### src/hdl/aabc_pkg.sv
package aabc_pkg;

	localparam int MIN_LEVEL = 0;
	localparam int MAX_LEVEL = 255;

	localparam logic [31:0] UPDATE_MS   = 32'd250;
	localparam logic [31:0] SAMPLE_MS   = 32'd2000;
	localparam logic [31:0] DEBOUNCE_MS = 32'd10;
	localparam logic [9:0]  FADE_STEP   = 10'd8;
	localparam logic signed [14:0] EMA_WEIGHT = 15'sd13107;
	localparam logic [11:0] RAW_FULL    = 12'd4095;

	localparam logic signed [10:0] MIN_LEVEL_S = 11'(MIN_LEVEL);
	localparam logic signed [10:0] MAX_LEVEL_S = 11'(MAX_LEVEL);

	typedef enum logic [2:0] {
		CFG_AUTO_ENABLE  = 3'd0,
		CFG_NIGHT_LEVEL  = 3'd1,
		CFG_DAY_LEVEL    = 3'd2,
		CFG_NIGHT_START  = 3'd3,
		CFG_NIGHT_END    = 3'd4,
		CFG_MIN_SWING    = 3'd5,
		CFG_HOLD_MS      = 3'd6,
		CFG_DARK_IS_HIGH = 3'd7
	} cfg_idx_t;

	typedef enum logic {
		OP_AUTO_TICK = 1'b0,
		OP_TOUCH     = 1'b1
	} op_t;

	typedef struct packed {
		logic        auto_enable;
		logic [7:0]  night_level;
		logic [7:0]  day_level;
		logic [4:0]  night_start_hour;
		logic [4:0]  night_end_hour;
		logic [11:0] min_swing;
		logic [31:0] hold_ms;
		logic        dark_is_high;
	} cfg_t;

	typedef struct packed {
		op_t         op;
		logic [31:0] now_ms;
		logic [11:0] light_raw;
		logic [4:0]  local_hour;
		logic        hour_known;
		logic [8:0]  step_delta;
	} item_t;

	typedef struct packed {
		logic        trusted;
		logic        dark;
		logic        seen;
		logic [11:0] light;
	} sens_t;

	typedef struct packed {
		logic [7:0]  level;
		logic        level_written;
		logic        show_bar;
		logic        sensor_trusted;
		logic        room_dark;
		logic        smoothed_valid;
		logic [11:0] smoothed_light;
		logic [31:0] hold_remaining_ms;
	} res_t;

	function automatic logic [7:0] clamp_level(input logic signed [10:0] v);
		logic signed [10:0] r;
		r = v;
		if (r < MIN_LEVEL_S) r = MIN_LEVEL_S;
		if (r > MAX_LEVEL_S) r = MAX_LEVEL_S;
		return r[7:0];
	endfunction

endpackage

### src/hdl/aabc_sensor.sv
module aabc_sensor
	import aabc_pkg::*;
(
	input  logic        clk,
	input  logic        arst_n,
	input  logic        advance,
	input  logic        run,
	input  logic [31:0] now_ms,
	input  logic [11:0] light_raw,
	input  logic        dark_is_high,
	input  logic [11:0] min_swing,
	output sens_t       sens
);

	logic [31:0] last_sample_q;
	logic [27:0] smooth_q;
	logic        seen_q;
	logic [11:0] min_q;
	logic [11:0] max_q;
	logic        dark_q;

	logic               do_sample;
	logic [11:0]        sample;
	logic [27:0]        sample_fx;
	logic signed [28:0] diff;
	logic signed [43:0] prod;
	logic signed [43:0] adj;
	logic [27:0]        smooth_d;
	logic [11:0]        e;
	logic [11:0]        min_n;
	logic [11:0]        max_n;
	logic signed [12:0] range;
	logic               trusted_n;
	logic [12:0]        mid_sum;
	logic [11:0]        mid;
	logic [8:0]         band;
	logic signed [13:0] hi;
	logic signed [13:0] lo;
	logic signed [13:0] e_s;
	logic               dark_n;

	always_comb begin
		do_sample = run && ((now_ms - last_sample_q) >= SAMPLE_MS);
		sample    = dark_is_high ? light_raw : RAW_FULL - light_raw;
		sample_fx = {sample, 16'd0};
		diff      = $signed({1'b0, sample_fx}) - $signed({1'b0, smooth_q});
		prod      = diff * EMA_WEIGHT;
		adj       = prod >>> 16;
		smooth_d  = seen_q ? smooth_q + adj[27:0] : sample_fx;
		e         = smooth_d[27:16];
		min_n     = min_q;
		max_n     = max_q;
		if (do_sample) begin
			if (e < min_q) min_n = e;
			if (e > max_q) max_n = e;
		end
		range     = $signed({1'b0, max_n}) - $signed({1'b0, min_n});
		trusted_n = range >= $signed({1'b0, min_swing});
		mid_sum   = {1'b0, min_n} + {1'b0, max_n};
		mid       = mid_sum[12:1];
		band      = range[11:3];
		hi        = $signed({2'b0, mid}) + $signed({5'b0, band});
		lo        = $signed({2'b0, mid}) - $signed({5'b0, band});
		e_s       = $signed({2'b0, e});
		dark_n    = dark_q;
		if (do_sample && trusted_n) begin
			if (!dark_q && e_s > hi) dark_n = 1'b1;
			else if (dark_q && e_s < lo) dark_n = 1'b0;
		end
		sens.trusted = trusted_n;
		sens.dark    = dark_n;
		sens.seen    = seen_q || do_sample;
		sens.light   = do_sample ? e : smooth_q[27:16];
	end

	always_ff @(posedge clk or negedge arst_n) begin
		if (!arst_n) begin
			last_sample_q <= '0;
			smooth_q      <= '0;
			seen_q        <= 1'b0;
			min_q         <= RAW_FULL;
			max_q         <= '0;
			dark_q        <= 1'b0;
		end else if (advance && do_sample) begin
			last_sample_q <= now_ms;
			smooth_q      <= smooth_d;
			seen_q        <= 1'b1;
			min_q         <= min_n;
			max_q         <= max_n;
			dark_q        <= dark_n;
		end
	end

endmodule

### src/hdl/aabc_ctrl.sv
module aabc_ctrl
	import aabc_pkg::*;
(
	input  logic  clk,
	input  logic  arst_n,
	input  logic  advance,
	input  item_t item,
	input  cfg_t  cfg,
	input  sens_t sens,
	output logic  run,
	output res_t  result
);

	logic [7:0]  level_q;
	logic        hold_q;
	logic [31:0] hold_start_q;
	logic [31:0] last_update_q;
	logic [31:0] last_step_q;

	logic               hold_act;
	logic               touch_ok;
	logic [7:0]         night_t;
	logic [7:0]         day_t;
	logic               in_window;
	logic               target_ok;
	logic [7:0]         target;
	logic [9:0]         up_lvl;
	logic signed [9:0]  dn_lvl;
	logic [7:0]         fade_lvl;
	logic               auto_wr;
	logic [7:0]         touch_lvl;
	logic [7:0]         level_d;
	logic               hold_mid;
	logic [31:0]        start_mid;
	logic [31:0]        elapsed_mid;
	logic               hold_fin;

	always_comb begin
		hold_act = hold_q && !((item.now_ms - hold_start_q) >= cfg.hold_ms);
		touch_ok = (item.op == OP_TOUCH) && ((item.now_ms - last_step_q) > DEBOUNCE_MS);
		run      = (item.op == OP_AUTO_TICK) && !hold_act
		           && ((item.now_ms - last_update_q) >= UPDATE_MS);

		night_t = clamp_level($signed({3'b0, cfg.night_level}));
		day_t   = clamp_level($signed({3'b0, cfg.day_level}));

		if (cfg.night_start_hour == cfg.night_end_hour) in_window = 1'b0;
		else if (cfg.night_start_hour < cfg.night_end_hour)
			in_window = (item.local_hour >= cfg.night_start_hour)
			            && (item.local_hour < cfg.night_end_hour);
		else
			in_window = (item.local_hour >= cfg.night_start_hour)
			            || (item.local_hour < cfg.night_end_hour);

		target_ok = 1'b1;
		if (!cfg.auto_enable) target = day_t;
		else if (sens.trusted) target = sens.dark ? night_t : day_t;
		else begin
			target    = in_window ? night_t : day_t;
			target_ok = item.hour_known;
		end

		up_lvl = {2'b0, level_q} + FADE_STEP;
		dn_lvl = $signed({2'b0, level_q}) - $signed(FADE_STEP);
		if (level_q < target)
			fade_lvl = (up_lvl > {2'b0, target}) ? target : up_lvl[7:0];
		else
			fade_lvl = (dn_lvl < $signed({2'b0, target})) ? target : dn_lvl[7:0];
		auto_wr = run && target_ok && (level_q != target);

		touch_lvl = clamp_level($signed({3'b0, level_q})
		                        + $signed({{2{item.step_delta[8]}}, item.step_delta}));

		if (touch_ok) level_d = touch_lvl;
		else if (auto_wr) level_d = fade_lvl;
		else level_d = level_q;

		hold_mid    = touch_ok || ((item.op == OP_TOUCH) ? hold_q : hold_act);
		start_mid   = touch_ok ? item.now_ms : hold_start_q;
		elapsed_mid = item.now_ms - start_mid;
		hold_fin    = hold_mid && !(elapsed_mid >= cfg.hold_ms);

		result.level             = level_d;
		result.level_written     = touch_ok || auto_wr;
		result.show_bar          = touch_ok;
		result.sensor_trusted    = sens.trusted;
		result.room_dark         = sens.dark;
		result.smoothed_valid    = sens.seen;
		result.smoothed_light    = sens.light;
		result.hold_remaining_ms = hold_fin ? cfg.hold_ms - elapsed_mid : 32'd0;
	end

	always_ff @(posedge clk or negedge arst_n) begin
		if (!arst_n) begin
			level_q       <= 8'd80;
			hold_q        <= 1'b0;
			hold_start_q  <= '0;
			last_update_q <= '0;
			last_step_q   <= '0;
		end else if (advance) begin
			level_q      <= level_d;
			hold_q       <= hold_fin;
			hold_start_q <= start_mid;
			if (run) last_update_q <= item.now_ms;
			if (touch_ok) last_step_q <= item.now_ms;
		end
	end

endmodule

### src/hdl/ambient_auto_brightness_controller.sv
// an accepted input word passes through the input register and then the result register before the result word is valid
// accepts one input word per cycle, stalling only when the result word is not taken
// config writes are registered, cfg_ready is always high
// arst_n low clears all control state, config registers return to defaults
// an auto tick or touch updates controller state when it moves into the result register
module ambient_auto_brightness_controller
	import aabc_pkg::*;
(
	input  logic        clk,
	input  logic        arst_n,
	input  logic        s_axis_tvalid,
	output logic        s_axis_tready,
	// now_ms, light_raw, local_hour, hour_known, step_delta, zero pad
	input  logic [63:0] s_axis_tdata,
	// op
	input  logic        s_axis_tuser,
	output logic        m_axis_tvalid,
	input  logic        m_axis_tready,
	// level, level_written, show_bar, sensor_trusted, room_dark,
	// smoothed_valid, smoothed_light, hold_remaining_ms, zero pad
	output logic [63:0] m_axis_tdata,
	input  logic        cfg_valid,
	output logic        cfg_ready,
	input  logic [2:0]  cfg_index,
	input  logic [31:0] cfg_data
);

	cfg_t  cfg_q;
	item_t item_s1;
	logic  valid_s1;
	res_t  res_q;
	logic  out_valid_q;

	logic  advance;
	logic  run;
	sens_t sens;
	res_t  result;

	assign cfg_ready     = 1'b1;
	assign advance       = valid_s1 && (!out_valid_q || m_axis_tready);
	assign s_axis_tready = !valid_s1 || advance;

	always_ff @(posedge clk or negedge arst_n) begin
		if (!arst_n) begin
			cfg_q.auto_enable      <= 1'b1;
			cfg_q.night_level      <= 8'd20;
			cfg_q.day_level        <= 8'd80;
			cfg_q.night_start_hour <= 5'd1;
			cfg_q.night_end_hour   <= 5'd7;
			cfg_q.min_swing        <= 12'd400;
			cfg_q.hold_ms          <= 32'd60000;
			cfg_q.dark_is_high     <= 1'b0;
		end else if (cfg_valid && cfg_ready) begin
			unique case (cfg_idx_t'(cfg_index))
				CFG_AUTO_ENABLE:  cfg_q.auto_enable      <= cfg_data[0];
				CFG_NIGHT_LEVEL:  cfg_q.night_level      <= cfg_data[7:0];
				CFG_DAY_LEVEL:    cfg_q.day_level        <= cfg_data[7:0];
				CFG_NIGHT_START:  cfg_q.night_start_hour <= cfg_data[4:0];
				CFG_NIGHT_END:    cfg_q.night_end_hour   <= cfg_data[4:0];
				CFG_MIN_SWING:    cfg_q.min_swing        <= cfg_data[11:0];
				CFG_HOLD_MS:      cfg_q.hold_ms          <= cfg_data;
				CFG_DARK_IS_HIGH: cfg_q.dark_is_high     <= cfg_data[0];
				default: ;
			endcase
		end
	end

	// input register
	always_ff @(posedge clk or negedge arst_n) begin
		if (!arst_n) begin
			valid_s1 <= 1'b0;
		end else if (s_axis_tready) begin
			valid_s1 <= s_axis_tvalid;
		end
	end

	always_ff @(posedge clk) begin
		if (s_axis_tvalid && s_axis_tready) begin
			item_s1.op         <= op_t'(s_axis_tuser);
			item_s1.now_ms     <= s_axis_tdata[31:0];
			item_s1.light_raw  <= s_axis_tdata[43:32];
			item_s1.local_hour <= s_axis_tdata[48:44];
			item_s1.hour_known <= s_axis_tdata[49];
			item_s1.step_delta <= s_axis_tdata[58:50];
		end
	end

	aabc_sensor u_sensor (
		.clk          (clk),
		.arst_n       (arst_n),
		.advance      (advance),
		.run          (run),
		.now_ms       (item_s1.now_ms),
		.light_raw    (item_s1.light_raw),
		.dark_is_high (cfg_q.dark_is_high),
		.min_swing    (cfg_q.min_swing),
		.sens         (sens)
	);

	aabc_ctrl u_ctrl (
		.clk     (clk),
		.arst_n  (arst_n),
		.advance (advance),
		.item    (item_s1),
		.cfg     (cfg_q),
		.sens    (sens),
		.run     (run),
		.result  (result)
	);

	// result register
	always_ff @(posedge clk or negedge arst_n) begin
		if (!arst_n) begin
			out_valid_q <= 1'b0;
		end else if (!out_valid_q || m_axis_tready) begin
			out_valid_q <= valid_s1;
		end
	end

	always_ff @(posedge clk) begin
		if (advance) res_q <= result;
	end

	assign m_axis_tvalid = out_valid_q;
	assign m_axis_tdata  = {7'd0,
	                        res_q.hold_remaining_ms,
	                        res_q.smoothed_light,
	                        res_q.smoothed_valid,
	                        res_q.room_dark,
	                        res_q.sensor_trusted,
	                        res_q.show_bar,
	                        res_q.level_written,
	                        res_q.level};

endmodule

### config.mk
export PLATFORM = sky130hd
export DESIGN_NAME = ambient_auto_brightness_controller
export DESIGN_NICKNAME = d
export VERILOG_FILES = /design/src/hdl/aabc_pkg.sv /design/src/hdl/aabc_sensor.sv /design/src/hdl/aabc_ctrl.sv /design/src/hdl/ambient_auto_brightness_controller.sv
export SDC_FILE = /design/constraint.sdc
export NUM_CORES = 2
export LEC_CHECK = 0
export BUFFER_PORTS_ARGS = -buffer_cell sky130_fd_sc_hd__buf_2
export CORE_UTILIZATION = 25
export DETAILED_ROUTE_END_ITERATION = 16
export GPL_TIMING_DRIVEN = 0
export PLACE_DENSITY = 0.5
export SLEW_MARGIN = 20
export SYNTH_ARGS = -nofsm -noshare
export SYNTH_HDL_FRONTEND = slang
export SYNTH_SLANG_ARGS = --single-unit
### constraint.sdc
create_clock -name clk -period 24.1 [get_ports clk]
set_input_delay 1.205 -clock clk [delete_from_list [all_inputs] [get_ports clk]]
set_output_delay 1.205 -clock clk [all_outputs]
set_load 0.02 [all_outputs]
* After elaboration in Yosys (flattened, before gate mapping)
Cells that the tools add are included.
Word-level totals: register bits after elaboration 382, input port bits 105, output and inout bits 67
Cells by class: add/subtract/negate cells 16, $mul 1, magnitude comparators 18, bitwise logic cells 1, eq/ne operators 9, reductions and logical operators 38, multiplexer cells 27
Operators by type and width (number):
- subtractor 32 bit | 6
- two-way mux 8 bit | 10
- two-way mux 12 bit | 6
- greater-or-equal comparator 32 bit | 2
- multiplier 29 x 15 -> 44 bit (second input constant) | 1
- greater-or-equal comparator 32 x 11 -> 1 bit (second input constant) | 1
- greater-or-equal comparator 32 x 8 -> 1 bit (second input constant) | 1
- greater-than comparator 32 x 4 -> 1 bit (second input constant) | 1
- two-way mux 32 bit | 1
- subtractor 28 x 28 -> 29 bit | 1
- adder 28 bit | 1
- two-way mux 28 bit | 1
- AND reduction 2 bit | 10
- logical AND 1 bit | 15
- greater-than comparator 13 x 14 -> 1 bit | 1
- < comparator 13 x 14 -> 1 bit | 1
- adder 12 x 12 -> 13 bit | 1
- adder 12 x 9 -> 13 bit | 1
- greater-or-equal comparator 13 bit | 1
- subtractor 12 x 12 -> 13 bit | 1
- subtractor 12 x 9 -> 13 bit | 1
- equality test 3 bit (second input constant) | 4
- greater-than comparator 12 bit | 1
- < comparator 12 bit | 1
- 21 further kinds | 40

* Logic depth before layout (Yosys ltp)
depth in word-level cells 24, mapped depth 103, gate-level depth less buffers 101

* Cells and area by module
A second synthesis with hierarchy kept.
Second synthesis, totals: cell total of the unflattened synthesis 4355, area, all modules 40378.7 um^2
Modules (own cells, without submodules):
- aabc_sensor | times used 1, seq. area each 2167.1 um^2, cells an instance 2137, area each 18462.7 um^2
- aabc_ctrl | times used 1, seq. area each 2630.0 um^2, cells an instance 1923, area each 15496.1 um^2
- ambient_auto_brightness_controller | times used 1, seq. area each 5388.9 um^2, cells an instance 295, area each 6419.9 um^2

* Least setup slack after synthesis
OpenSTA, ideal clock, no wires.
kind flip-flop to flip-flop, start point reg cfg_q[0] (netlist name), end point reg res_q, in the netlist m_axis_tdata[0] (data pin), cell stages (with the launch flop) 89, arrival 18892 ps, slack 4954 ps, cells stage by stage dfrtp_1 -> clkbuf_1 -> buf_1 -> xnor2_1 -> ha_1 -> a21oi_1 -> o21bai_1 -> a21oi_1 -> o21bai_1 -> a21oi_1 -> o21bai_1 -> a21oi_1 -> o21ai_0 -> xor2_1 -> ha_1 -> inv_1 -> fa_1 -> inv_1 -> [53 not listed] -> o41a_1 -> nand4b_4 -> nand2_4 -> mux2i_2 -> ha_1 -> nor2b_1 -> o21ai_0 -> nand2b_1 -> a21o_1 -> a21o_1 -> a21o_1 -> a21oi_1 -> nor2b_1 -> o21ai_0 -> a21oi_1 -> nor3_1 -> a211oi_1 -> a21o_1
RTL lines:
- end signal: assignment | line ambient_auto_brightness_controller.sv:121 | if (advance) res_q <= result;
- end: declaration | line ambient_auto_brightness_controller.sv:31 | res_t res_q;

==> results.sh <==
export IMPL_drt_iter0_markers=1786
export IMPL_r2r_cells=94
export IMPL_hold_path_cell_count=1
export IMPL_ys_async_sr_fraction_pct=69.4
export IMPL_cts_tree="yes"
export IMPL_min_period_ns=22.13
export IMPL_htreeDepth=2
export IMPL_antenna_found_initial=25
export IMPL_postSynthAreaPerCell_sq_um=9.09
export IMPL_synth_cells=4235
export IMPL_timing_fmax_mhz=45.2
export IMPL_drive_above_1_share_pct=10.5
export IMPL_reg2reg_from="cfg_q[0]"
export IMPL_worst_slew_pin_slew_ns=1.11
export IMPL_area_growth_pct=13.8
export IMPL_grt_pass1_vias=30598
export IMPL_fin_cells=6528
export IMPL_grt_pass1_wl_um=175000
export IMPL_place_congestion=0.874
export IMPL_use_met3_pct=1.76
export IMPL_synthFlopType="dfrtp_1"
export IMPL_portBuffers=156
export IMPL_drt_wl_total_um=113000
export IMPL_syn_cell_area_sq_um=38500
export IMPL_synth_area_leaders="ha_1, dfrtp_1, edfxtp_1"
export IMPL_start_util_pct=25.3
export IMPL_coreArea_sq_um=152000
export IMPL_rsz0062_at_grt="no"
export IMPL_cts_made_buffers=49
export IMPL_dp_hpwl_um=93700
export IMPL_setup_tns_ns=0
export IMPL_status="completed"
export IMPL_ant_nets=0
export IMPL_path_clk_slew_ns=0.06
export IMPL_final_nets=5256
export IMPL_firstDrtPassIters=5
export IMPL_start_kind="flop"
export IMPL_synth_edf_count=117
export IMPL_cpMostUsedCell="a21oi_1"
export IMPL_hp_start="valid_s1"
export IMPL_synthTopCellsByCount="inv_1, ha_1, o21ai_0"
export IMPL_hold_viol=0
export IMPL_drc_errors=0
export IMPL_relSlewSlack_pct=25.9
export IMPL_grt_use_met2_pct=25.1
export IMPL_holdPathEnd="m_axis_tvalid"
export IMPL_slew_viol_final=0
export IMPL_yosys_warnings=0
export IMPL_synth_area_leader_cell="ha_1"
export IMPL_fin_crit_sh_pct=91.8
export IMPL_pin_count=172
export IMPL_place_inst=6433
export IMPL_die_x_um=394
export IMPL_arrival_ns=22.50
export IMPL_cp_end_kind="flop"
export IMPL_setup_viol=0
export IMPL_vias_per_cell=4.66
export IMPL_vias=30424
export IMPL_rows=143
export IMPL_synth_cell_types=107
export IMPL_clk_latency_ns=0.67
export IMPL_grt_busiest_layer="met2"
export IMPL_grt_max_degree=80
export IMPL_avgRoutedWirePerCell_um=17.3
export IMPL_grt_overflow_total=0
export IMPL_die_area_sq_um=156000
export IMPL_synth_seq_cells=382
export IMPL_post_cts_buffers=0
export IMPL_path_max_fanout=10
export IMPL_crit_required_ns=24.47
export IMPL_critPathKind="flop to flop"
export IMPL_clock_skew_final_ns=0.0632
export IMPL_r2r_end="m_axis_tdata[0]"
export IMPL_maxCapViolCount=0
export IMPL_r2r_slack_ns=1.97
export IMPL_yosysSeqAreaShare_pct=26.5
export IMPL_cts_sinks=382
export IMPL_crit_slowest_cell="a2111oi_0"
export IMPL_cp_slowest_stage_delay_ns=0.63
export IMPL_cts_root_buffer="clkbuf_16"
export IMPL_cts_path_max_buffers=3
export IMPL_synth_most_common_cell="inv_1"
export IMPL_die_height_um=394
export IMPL_cp_startpoint="cfg_q[0]"
export IMPL_hp_class="flop to flop"
export IMPL_netlist_area_leader_share_pct=17.2
export IMPL_use_met1_pct=18.8
export IMPL_grt_usage_pct=14.4
export IMPL_hold_ws_ns=0.487
timing repair:
item | in CTS | in global routing
gates resized for setup | 0 | 6
setup endpoints to repair | 0 | 16
hold buffers | 0 | 0
area by class of cell:
cell class              instances  area (sq um)
diodes                          4          10.0
plain buffers                  90           387
clock buffers                  68          1440
clock inverters                23           312
fillers                     16298        109000
inverters                     613          2310
multi-input cells            3156         25700
flip-flops and latches        382         10200
well taps                    2030          2540
repair buffers                162           956
per-layer routing:
layer  wire, um  share of wire, %
met4       2250               2.0
met5         55             0.049
met3       4380               3.9
met1      51600                46
met2      54700                48
state kept, by name (all words and copies together), names as in the netlist, 8 cells and up:
register,flops
cfg_q,72
item_s1,60
m_axis_tdata,57
u_ctrl.hold_start_q,32
u_ctrl.last_step_q,32
u_ctrl.last_update_q,32
u_sensor.last_sample_q,32
u_sensor.smooth_q,28
u_sensor.max_q,12
u_sensor.min_q,12
u_ctrl.level_q,8
per-stage QoR:
stage               utilization, %  cell area (sq um)  setup slack [ns]
finish                        28.8              43800              1.97
global route                  28.7              43800            0.0800
CTS                           28.7              43800             0.610
detailed placement            27.6              42000             0.712
global placement              27.4              41800             0.819
floorplan                        -              38500              4.95
cell usage in the layout, fill, tap and decap left out, types with 57 or more instances in the layout:
| master | netlist | layout |
|---|---|---|
| a21o_1 | 99 | 99 |
| a21oi_1 | 281 | 280 |
| buf_2 | 4 | 159 |
| clkbuf_1 | 68 | 76 |
| dfrtp_1 | 232 | 232 |
| edfxtp_1 | 117 | 117 |
| fa_1 | 167 | 167 |
| ha_1 | 530 | 530 |
| inv_1 | 611 | 611 |
| mux2_2 | 121 | 121 |
| nand2_1 | 288 | 288 |
| nand3_1 | 78 | 78 |
| nor2_1 | 199 | 199 |
| nor3_1 | 73 | 72 |
| o21ai_0 | 298 | 298 |
| o21bai_1 | 57 | 57 |
| xnor2_1 | 187 | 187 |
| xor2_1 | 91 | 90 |
worst max-delay path, delay by kind of cell (launching register included):
| family | cells | cell delay, ns |
|---|---|---|
| AO/OA/AOI/OAI | 42 | 9.44 |
| AND/OR/NAND/NOR | 22 | 3.10 |
| buffers and inverters | 9 | 1.91 |
| adder cells (fa/ha/maj) | 14 | 5.32 |
| multiplexers | 1 | 0.31 |
| XOR/XNOR | 6 | 1.39 |
| flip-flops | 1 | 0.32 |
worst max path at each step:
stage,endpoint,slack [ns]
after floorplan,m_axis_tdata[0],4.95
after global placement,u_ctrl.level_q[2],0.82
after detailed placement,m_axis_tdata[0],0.71
after CTS,m_axis_tdata[0],0.61
after global routing,m_axis_tdata[0],0.08
final,m_axis_tdata[0],1.97
kinds of logic (layout without fill, tap and decap cells):
logic type,count (synthesis),after routing,share of synthesized area [%]
adders and majority gates,698,698,25.9
DFF,382,382,26.5
xor gates and xnor gates,278,278,6.32
other,2,12,0.0195
and+or+nand+nor,962,962,12.4
buffers and inverters,703,956,6.97
AOI/OAI and AO/OA,1042,1042,17.1
muxes,168,168,4.85
Power is not shown: default switching activity piles up to over one toggle a cycle in this logic, so the estimate is an artifact.
